==> src/rtl/assert_macros.svh <==
`ifndef ASSERT_MACROS_SVH
`define ASSERT_MACROS_SVH

// Property that must hold at every clock edge outside reset.
`define ASSERT_ALWAYS(label, clk, rst_n, prop, msg) \
    label: assert property (@(posedge clk) disable iff (!rst_n) (prop)) else $error(msg);

// Antecedent in one cycle implies the consequent in the next cycle.
`define ASSERT_NEXT(label, clk, rst_n, ante, cons, msg) \
    label: assert property (@(posedge clk) disable iff (!rst_n) (ante) |=> (cons)) \
        else $error(msg);

`endif

==> src/rtl/dq_pkg.sv <==
package dq_pkg;

    localparam int CNT_W  = 7;
    localparam int DATA_W = 32;
    localparam int OP_W   = 3;
    localparam int ST_W   = 2;

    localparam logic [OP_W-1:0] OP_PUSH_FRONT = 3'd0;
    localparam logic [OP_W-1:0] OP_PUSH_BACK  = 3'd1;
    localparam logic [OP_W-1:0] OP_POP_FRONT  = 3'd2;
    localparam logic [OP_W-1:0] OP_POP_BACK   = 3'd3;
    localparam logic [OP_W-1:0] OP_LIST       = 3'd4;

    localparam logic [ST_W-1:0] ST_OK    = 2'd0;
    localparam logic [ST_W-1:0] ST_FULL  = 2'd1;
    localparam logic [ST_W-1:0] ST_EMPTY = 2'd2;

    localparam logic [CNT_W-1:0] CAP_RESET = 7'd64;

    typedef enum logic [1:0] {
        S_IDLE,
        S_POP,
        S_LIST
    } t_state;

    typedef enum logic [3:0] {
        CMD_NONE,
        CMD_PUSH_F,
        CMD_PUSH_B,
        CMD_POP_F,
        CMD_POP_B,
        CMD_POP_DONE,
        CMD_LIST_START,
        CMD_LIST_STEP,
        CMD_EMPTY,
        CMD_IGNORE
    } t_cmd;

    typedef struct packed {
        logic empty;
        logic list_end;
    } t_dp_status;

endpackage

==> src/rtl/dq_ctrl.sv <==
`include "assert_macros.svh"

module dq_ctrl (
    input  logic                          i_clk,
    input  logic                          i_rst_n,
    input  logic                          i_start,
    input  logic [dq_pkg::OP_W-1:0]       i_op,
    input  dq_pkg::t_dp_status            i_dp_status,
    output dq_pkg::t_cmd                  o_cmd,
    output logic                          o_busy
);
    import dq_pkg::*;

    t_state r_state;
    t_state n_state;

    always_ff @(posedge i_clk) begin
        if (!i_rst_n) begin
            r_state <= S_IDLE;
        end else begin
            r_state <= n_state;
        end
    end

    always_comb begin
        n_state = r_state;
        o_cmd   = CMD_NONE;
        o_busy  = 1'b1;
        case (r_state)
            S_IDLE: begin
                o_busy = 1'b0;
                if (i_start) begin
                    case (i_op)
                        OP_PUSH_FRONT: o_cmd = CMD_PUSH_F;
                        OP_PUSH_BACK:  o_cmd = CMD_PUSH_B;
                        OP_POP_FRONT, OP_POP_BACK: begin
                            if (i_dp_status.empty) begin
                                o_cmd = CMD_EMPTY;
                            end else begin
                                o_cmd   = (i_op == OP_POP_FRONT) ? CMD_POP_F : CMD_POP_B;
                                n_state = S_POP;
                            end
                        end
                        OP_LIST: begin
                            if (i_dp_status.empty) begin
                                o_cmd = CMD_EMPTY;
                            end else begin
                                o_cmd   = CMD_LIST_START;
                                n_state = S_LIST;
                            end
                        end
                        default: o_cmd = CMD_IGNORE;
                    endcase
                end
            end
            S_POP: begin
                o_cmd   = CMD_POP_DONE;
                n_state = S_IDLE;
            end
            S_LIST: begin
                o_cmd = CMD_LIST_STEP;
                if (i_dp_status.list_end) begin
                    n_state = S_IDLE;
                end
            end
            default: n_state = S_IDLE;
        endcase
    end

    `ASSERT_NEXT(a_pop_goes_busy, i_clk, i_rst_n,
        i_start && !o_busy && (i_op == OP_POP_FRONT || i_op == OP_POP_BACK) && !i_dp_status.empty,
        o_busy, "Pop on a non-empty deque did not wait for the read data.")

endmodule

==> src/rtl/dq_dpath.sv <==
`include "assert_macros.svh"

module dq_dpath #(
    parameter int DEPTH = 64
) (
    input  logic                              i_clk,
    input  logic                              i_rst_n,
    input  dq_pkg::t_cmd                      i_cmd,
    input  logic signed [dq_pkg::DATA_W-1:0]  i_data_in,
    input  logic [dq_pkg::CNT_W-1:0]          i_capacity,
    output dq_pkg::t_dp_status                o_dp_status,
    output logic                              o_res_valid,
    output logic [dq_pkg::ST_W-1:0]           o_res_status,
    output logic signed [dq_pkg::DATA_W-1:0]  o_res_data,
    output logic                              o_res_last,
    output logic [dq_pkg::CNT_W-1:0]          o_res_occ
);
    import dq_pkg::*;

    localparam int AW = $clog2(DEPTH);
    localparam int SW = (AW + 1 > CNT_W) ? AW + 1 : CNT_W;

    logic [DATA_W-1:0] r_mem [DEPTH];
    logic [DATA_W-1:0] r_rdata;
    logic [AW-1:0]     r_head;
    logic [CNT_W-1:0]  r_count;
    logic [CNT_W-1:0]  r_lidx;
    logic              r_valid;
    logic [ST_W-1:0]   r_status;
    logic [DATA_W-1:0] r_data;
    logic              r_last;
    logic [CNT_W-1:0]  r_occ;

    logic [AW-1:0]     n_head;
    logic [CNT_W-1:0]  n_count;
    logic [CNT_W-1:0]  n_lidx;
    logic              n_valid;
    logic [ST_W-1:0]   n_status;
    logic [DATA_W-1:0] n_data;
    logic              n_last;

    logic [CNT_W-1:0]  offset;
    logic [SW-1:0]     sum_pos;
    logic [AW-1:0]     wrap_pos;
    logic [AW-1:0]     head_m1;
    logic              full;
    logic              list_end;
    logic              we;
    logic              re;
    logic [AW-1:0]     waddr;
    logic [AW-1:0]     raddr;

    always_comb begin
        case (i_cmd)
            CMD_POP_F:     offset = CNT_W'(1);
            CMD_POP_B:     offset = r_count - CNT_W'(1);
            CMD_PUSH_B:    offset = r_count;
            CMD_LIST_STEP: offset = r_lidx + CNT_W'(1);
            default:       offset = '0;
        endcase
    end

    // The head stays below DEPTH and the offset at most DEPTH, so one subtraction wraps the sum.
    assign sum_pos  = SW'(r_head) + SW'(offset);
    assign wrap_pos = (sum_pos >= SW'(DEPTH)) ? AW'(sum_pos - SW'(DEPTH)) : AW'(sum_pos);
    assign head_m1  = (r_head == '0) ? AW'(DEPTH - 1) : r_head - AW'(1);
    assign full     = (SW'(r_count) >= SW'(i_capacity)) || (SW'(r_count) >= SW'(DEPTH));
    assign list_end = ((r_lidx + CNT_W'(1)) == r_count);

    assign o_dp_status.empty    = (r_count == '0);
    assign o_dp_status.list_end = list_end;

    always_comb begin
        n_head   = r_head;
        n_count  = r_count;
        n_lidx   = r_lidx;
        n_valid  = 1'b0;
        n_status = ST_OK;
        n_data   = '0;
        n_last   = 1'b1;
        we       = 1'b0;
        re       = 1'b0;
        waddr    = wrap_pos;
        raddr    = wrap_pos;
        case (i_cmd)
            CMD_PUSH_F: begin
                n_valid = 1'b1;
                if (full) begin
                    n_status = ST_FULL;
                end else begin
                    we      = 1'b1;
                    waddr   = head_m1;
                    n_head  = head_m1;
                    n_count = r_count + CNT_W'(1);
                end
            end
            CMD_PUSH_B: begin
                n_valid = 1'b1;
                if (full) begin
                    n_status = ST_FULL;
                end else begin
                    we      = 1'b1;
                    n_count = r_count + CNT_W'(1);
                end
            end
            CMD_POP_F: begin
                re      = 1'b1;
                raddr   = r_head;
                n_head  = wrap_pos;
                n_count = r_count - CNT_W'(1);
            end
            CMD_POP_B: begin
                re      = 1'b1;
                n_count = r_count - CNT_W'(1);
            end
            CMD_POP_DONE: begin
                n_valid = 1'b1;
                n_data  = r_rdata;
            end
            CMD_LIST_START: begin
                re     = 1'b1;
                raddr  = r_head;
                n_lidx = '0;
            end
            CMD_LIST_STEP: begin
                n_valid = 1'b1;
                n_data  = r_rdata;
                n_last  = list_end;
                if (!list_end) begin
                    re     = 1'b1;
                    n_lidx = r_lidx + CNT_W'(1);
                end
            end
            CMD_EMPTY: begin
                n_valid  = 1'b1;
                n_status = ST_EMPTY;
            end
            CMD_IGNORE: n_valid = 1'b1;
            default: n_valid = 1'b0;
        endcase
    end

    always_ff @(posedge i_clk) begin
        if (we) begin
            r_mem[waddr] <= i_data_in;
        end
        if (re) begin
            r_rdata <= r_mem[raddr];
        end
    end

    always_ff @(posedge i_clk) begin
        if (!i_rst_n) begin
            r_head  <= '0;
            r_count <= '0;
            r_lidx  <= '0;
            r_valid <= 1'b0;
        end else begin
            r_head  <= n_head;
            r_count <= n_count;
            r_lidx  <= n_lidx;
            r_valid <= n_valid;
        end
    end

    always_ff @(posedge i_clk) begin
        r_status <= n_status;
        r_data   <= n_data;
        r_last   <= n_last;
        r_occ    <= n_count;
    end

    assign o_res_valid  = r_valid;
    assign o_res_status = r_status;
    assign o_res_data   = r_data;
    assign o_res_last   = r_last;
    assign o_res_occ    = r_occ;

    `ASSERT_ALWAYS(a_count_bound, i_clk, i_rst_n, SW'(r_count) <= SW'(DEPTH),
        "Entry count exceeds the store depth.")
    `ASSERT_NEXT(a_pop_count, i_clk, i_rst_n, i_cmd == CMD_POP_F || i_cmd == CMD_POP_B,
        r_count == $past(r_count) - CNT_W'(1), "Pop did not remove exactly one entry.")
    `ASSERT_NEXT(a_list_burst, i_clk, i_rst_n, r_valid && !r_last, r_valid,
        "Listing burst has a gap before its final beat.")

endmodule

==> src/rtl/double_ended_queue.sv <==
// Bounded double-ended queue of signed 32-bit words held in a circular store of DEPTH
// entries. A command is accepted when start is high and busy is low. Push, refused push,
// empty pop or listing, and unused op codes give their result beat in the cycle after the
// accept and leave busy low. A pop stays busy in S_POP as the store read is registered;
// its beat passes through r_rdata and the result registers. A listing of N entries keeps
// busy high in S_LIST and delivers N back-to-back beats the same way, the final one marked
// by o_last. Each result is on the outputs for exactly one cycle with o_valid high and must
// be taken then, as the receiver cannot stall. The capacity register is not clamped, but a
// push is also refused at DEPTH entries, and the store needs no clearing after reset.
module double_ended_queue #(
    parameter int DEPTH = 64
) (
    input  logic                              i_clk,
    input  logic                              i_rst_n,
    input  logic                              start,
    output logic                              busy,
    input  logic [dq_pkg::OP_W-1:0]           i_op,
    input  logic signed [dq_pkg::DATA_W-1:0]  i_data_in,
    output logic                              o_valid,
    output logic [dq_pkg::ST_W-1:0]           o_status,
    output logic signed [dq_pkg::DATA_W-1:0]  o_data_out,
    output logic                              o_last,
    output logic [dq_pkg::CNT_W-1:0]          o_occupancy,
    input  logic                              psel,
    input  logic                              penable,
    input  logic                              pwrite,
    input  logic [2:0]                        paddr,
    input  logic [31:0]                       pwdata,
    output logic [31:0]                       prdata,
    output logic                              pready
);
    import dq_pkg::*;

    logic [CNT_W-1:0] r_capacity;
    t_cmd             cmd;
    t_dp_status       dp_status;

    assign pready = 1'b1;

    always_ff @(posedge i_clk) begin
        if (!i_rst_n) begin
            r_capacity <= CAP_RESET;
        end else if (psel && penable && pwrite && (paddr[2] == 1'b0)) begin
            r_capacity <= pwdata[CNT_W-1:0];
        end
    end

    assign prdata = (paddr[2] == 1'b0) ? {{(32 - CNT_W){1'b0}}, r_capacity} : '0;

    dq_ctrl u_ctrl (
        .i_clk       (i_clk),
        .i_rst_n     (i_rst_n),
        .i_start     (start),
        .i_op        (i_op),
        .i_dp_status (dp_status),
        .o_cmd       (cmd),
        .o_busy      (busy)
    );

    dq_dpath #(
        .DEPTH (DEPTH)
    ) u_dpath (
        .i_clk        (i_clk),
        .i_rst_n      (i_rst_n),
        .i_cmd        (cmd),
        .i_data_in    (i_data_in),
        .i_capacity   (r_capacity),
        .o_dp_status  (dp_status),
        .o_res_valid  (o_valid),
        .o_res_status (o_status),
        .o_res_data   (o_data_out),
        .o_res_last   (o_last),
        .o_res_occ    (o_occupancy)
    );

endmodule
==> config.mk <==
export PLATFORM = sky130hd
export DESIGN_NAME = double_ended_queue
export DESIGN_NICKNAME = d
export VERILOG_FILES = /design/src/rtl/dq_pkg.sv /design/src/rtl/dq_ctrl.sv /design/src/rtl/dq_dpath.sv /design/src/rtl/double_ended_queue.sv
export VERILOG_INCLUDE_DIRS = /design/src /design/src/rtl
export SDC_FILE = /design/constraint.sdc
export NUM_CORES = 2
export LEC_CHECK = 0
export BUFFER_PORTS_ARGS = -buffer_cell sky130_fd_sc_hd__buf_2
export CAP_MARGIN = 20
export CORE_MARGIN = 3
export CORE_UTILIZATION = 45
export DETAILED_ROUTE_END_ITERATION = 12
export GPL_TIMING_DRIVEN = 1
export PLACE_DENSITY = 0.57
export SYNTH_ARGS = -nofsm -noshare
export SYNTH_HDL_FRONTEND = slang
export SYNTH_SLANG_ARGS = --single-unit
==> constraint.sdc <==
create_clock -name i_clk -period 11.6 [get_ports i_clk]
set_input_delay 2.32 -clock i_clk [delete_from_list [all_inputs] [get_ports i_clk]]
set_output_delay 2.32 -clock i_clk [all_outputs]
set_load 0.02 [all_outputs]
==> impl_metrics.yaml <==
status:
  outcome: "finished, final reports clean"
clock_tree:
  clock-sinks: 2152
  cts-root-buf: "clkbuf_16"
  cts_tree: "built"
  clk_pin_slew_ns: 0.06
  htreeDepth: 4
  cts_resized: 0
  ctsLongestPathBuffers: 3
  cts_setup_buffers: 0
  cts_buffers: 217
  hold_buffers: 0
  clock_latency_ns: 0.85
logic_synthesis:
  synth.area.top_cells: "edfxtp_1, mux2i_1, nand2_1, dfxtp_1, a211oi_1"
  seq_area_frac_synth_pct: 75.0
  synth_edf_count: 2080
  ys_async_sr_fraction_pct: 0
  synth.avg_cell_area_sq_um: 15.2
  synth_top_area_share_pct: 73.3
  synth_area_sq_mm: 0.0852
  synth_top_area_cell: "edfxtp_1"
  synthDistinctLibCells: 87
  synth_flop_cell: "edfxtp_1"
  ys_seq_elements: 2152
  postSynthCellCount: 5607
  ys.warnings.count: 0
setup_path:
  crit_required_ns: 12.18
  crit_chain: "buf_2 > or4b_1 > o22ai_2 > a21oi_1 > buf_4 > nand2_1 > o22ai_1 > a21oi_1 > nand2_1 > ha_1 > fa_1 > xor2_1 > mux2i_4 > buf_4 > nand2_2 > buf_4 > a21oi_1 > a2111oi_0 > nor3_1 > or4_1"
  start_kind: "primary input"
  cp_num_buf_inv: 4
  crit_end: "u_dpath.r_rdata[7]"
  r2r-start: "u_dpath.r_count[0]"
  path_depth: 20
  crit_start: "i_op[1]"
  critPathKind: "in -> reg"
  r2r_slack_ns: 4.41
  critPathMaxFanout: 22
  r2r_cells: 20
  max_stage_delay_ns: 0.66
  critPathTopFamily: "simple AND/OR/NAND/NOR gates"
  crit_path_end_kind: "flip-flop"
  slowest_stage: "a2111oi_0"
  reg2reg_to: "u_dpath.r_rdata[7]"
  arrival_ns: 8.41
floorplanning:
  die_x_microns: 441
  row_count: 159
  die-area_sq_mm: 0.195
  start_util_pct: 45.3
  fp.dieH_microns: 441
  ios: 153
  core-area_sq_mm: 0.188
timing:
  finalHoldViolCount: 0
  finalCritPeriodShare_pct: 67.4
  final_max_slew_viol_count: 0
  fmax_ghz: 0.128
  finalSetupViolations: 0
  finClkSkew_ns: 0.0442
  rsz0062_at_grt: "no"
  finalSetupTns_ns: 0
  maxSlewHeadroom_pct: 15.3
  period_minus_slack_ns: 7.82
  worstMarginPinSlew_ns: 1.27
cells_and_area:
  mostFrequentLayoutCells: "edfxtp_1, nand2_1, mux2i_1, clkbuf_16, a21oi_1"
  multiInputGateArea_sq_mm: 0.0201
  instances_no_fill: 8383
  layout-drive-gt1-share_pct: 11.5
  fillers: 15500
  seq_area_sq_mm: 0.0639
  final_common_cell: "edfxtp_1"
  areaGrowthSynthToFinish_pct: 12.6
  layout.nets: 5796
power:
  p_per_area_mw_per_mm2: 258
  leakage_nw: 32.8
  peakVddDrop_uv: 283
placement:
  hpwl_microns: 127000
  routabilityCongestion: 0.817
  port-buffer-count: 99
  post-place-cells: 7960
route:
  drt_iter0_markers: 6058
  routed_wl_microns: 249000
  drc: 0
  wl_per_cell_microns: 29.7
  via_per_inst: 6.08
  first_pass_iters: 5
  num_vias: 51000
  final_antenna_net_count: 0
grt:
  grt_pass1_vias: 49000
  grt_usage_pct: 25.3
  grt_pass1_wl_microns: 356000
  antenna_found_initial: 8
  grt_max_degree: 150
  overflow: 0
hold_path:
  hp-class: "reg -> reg"
run:
  cap_violations: 0
state kept, by name, summed over array words and instances, names as in the netlist:
register              cells
u_dpath.r_mem          2048
u_dpath.o_res_data       32
r_capacity                7
u_dpath.o_res_valid       1
u_dpath.r_lidx            7
u_ctrl.r_state            2
u_dpath.r_count           7
u_dpath.o_res_occ         7
u_dpath.o_res_last        1
u_dpath.r_head            6
u_dpath.r_rdata          32
u_dpath.o_res_status      2
logic make-up (layout without fill, tap and decap cells):
kind of cell | count (synthesis) | in the layout | share of synthesized area (%)
and+or+nand+nor | 1542 | 1542 | 8.07
xor gates and xnor gates | 31 | 31 | 0.327
muxes | 405 | 405 | 5.04
AOI/OAI and AO/OA | 1029 | 1029 | 8.89
buffers and inverters | 425 | 678 | 2.39
adders and majority gates | 21 | 21 | 0.317
DFF | 2152 | 2152 | 75.0
other | 2 | 30 | 0.00881
synthesized netlist by cell type, types with 6 or more instances:
cell and number:
nor4_1 55, a211oi_1 174, or4_1 6, a2111oi_0 20
xnor2_1 21, a32oi_1 124, a21oi_1 196, mux4_2 17
mux2i_1 371, buf_4 56, nor2_1 115, a21o_1 7
or3_1 17, nor2b_1 24, inv_1 22, buf_6 11
nand2_1 974, nand3_1 51, buf_2 117, o22ai_1 77
mux2_2 13, o21ai_0 21, o311a_1 9, a31oi_1 119
buf_1 31, edfxtp_1 2080, o211ai_1 7, nand4_1 8
dfxtp_1 72, clkbuf_1 188, a311oi_1 77, and2_1 47
ha_1 20, o221ai_1 96, nor3_1 33, o32a_1 16
and3_1 192, xor2_1 9, a221oi_1 24
report_power, final:
part	internal (mW)	leakage, nW	total, mW	switching (mW)
Combinational	2.70	10.3	8.93	6.22
Sequential	8.99	19.3	9.13	0.138
Clock	3.76	3.27	6.68	2.92
metrics by stage:
| stage | setup slack [ns] | area [sq um] | hold slack, ns | power [mW] | util [%] |
|---|---|---|---|---|---|
| floorplan | 4.28 | 85300 | 0.420 | 14.9 | - |
| global placement | 2.99 | 88900 | 0.431 | 18.1 | 47.3 |
| detailed placement | 2.97 | 88900 | 0.424 | 18.1 | 47.3 |
| CTS | 3.88 | 95700 | 0.427 | 24.8 | 50.9 |
| global route | 3.56 | 96000 | 0.460 | 25.7 | 51.1 |
| finish | 3.78 | 96000 | 0.434 | 24.7 | 51.1 |
cell type report:
type	instances	share of cell area, %
sequential	2152	66.6
clock inverter	110	0.963
clock buffer	294	6.08
multi-input combinational	3054	20.9
inverter	22	0.0860
tap	2495	3.25
timing repair buffer	252	2.13
antenna	4	0.0104
routing by layer:
layer | track usage, % | vias to the layer above | wire length (microns)
met3 | 4.36 | 405 | 20100
met2 | 41.0 | 2204 | 119000
met4 | 7.53 | 0 | 6880
met5 | 0 | - | 0
met1 | 35.2 | 26300 | 103000
li1 | - | 22100 | -
worst min-delay path by stage:
stage,to,start,slack [ns],cells past startpoint
after floorplan,u_dpath.o_res_data[0],u_dpath.r_rdata[0],0.42,1
after global placement,u_dpath.o_res_data[24],u_dpath.r_rdata[24],0.43,1
after detailed placement,u_dpath.o_res_data[11],u_dpath.r_rdata[11],0.42,1
after CTS,u_dpath.o_res_data[11],u_dpath.r_rdata[11],0.43,1
after global routing,u_dpath.o_res_data[11],u_dpath.r_rdata[11],0.46,1
final,u_dpath.o_res_data[11],u_dpath.r_rdata[11],0.43,1
worst reg2reg max path: cells and delay by family, from the launching register on:
family / cells / cell delay (ns)
AO/OA/AOI/OAI: 7 / 2.00
AND/OR/NAND/NOR: 5 / 1.74
buffers and inverters: 3 / 1.07
adder cells (fa/ha/maj): 3 / 0.96
XOR/XNOR: 1 / 0.45
flip-flops: 1 / 0.40
multiplexers: 1 / 0.35
Note: power is estimated with default switching activity, not from simulation.
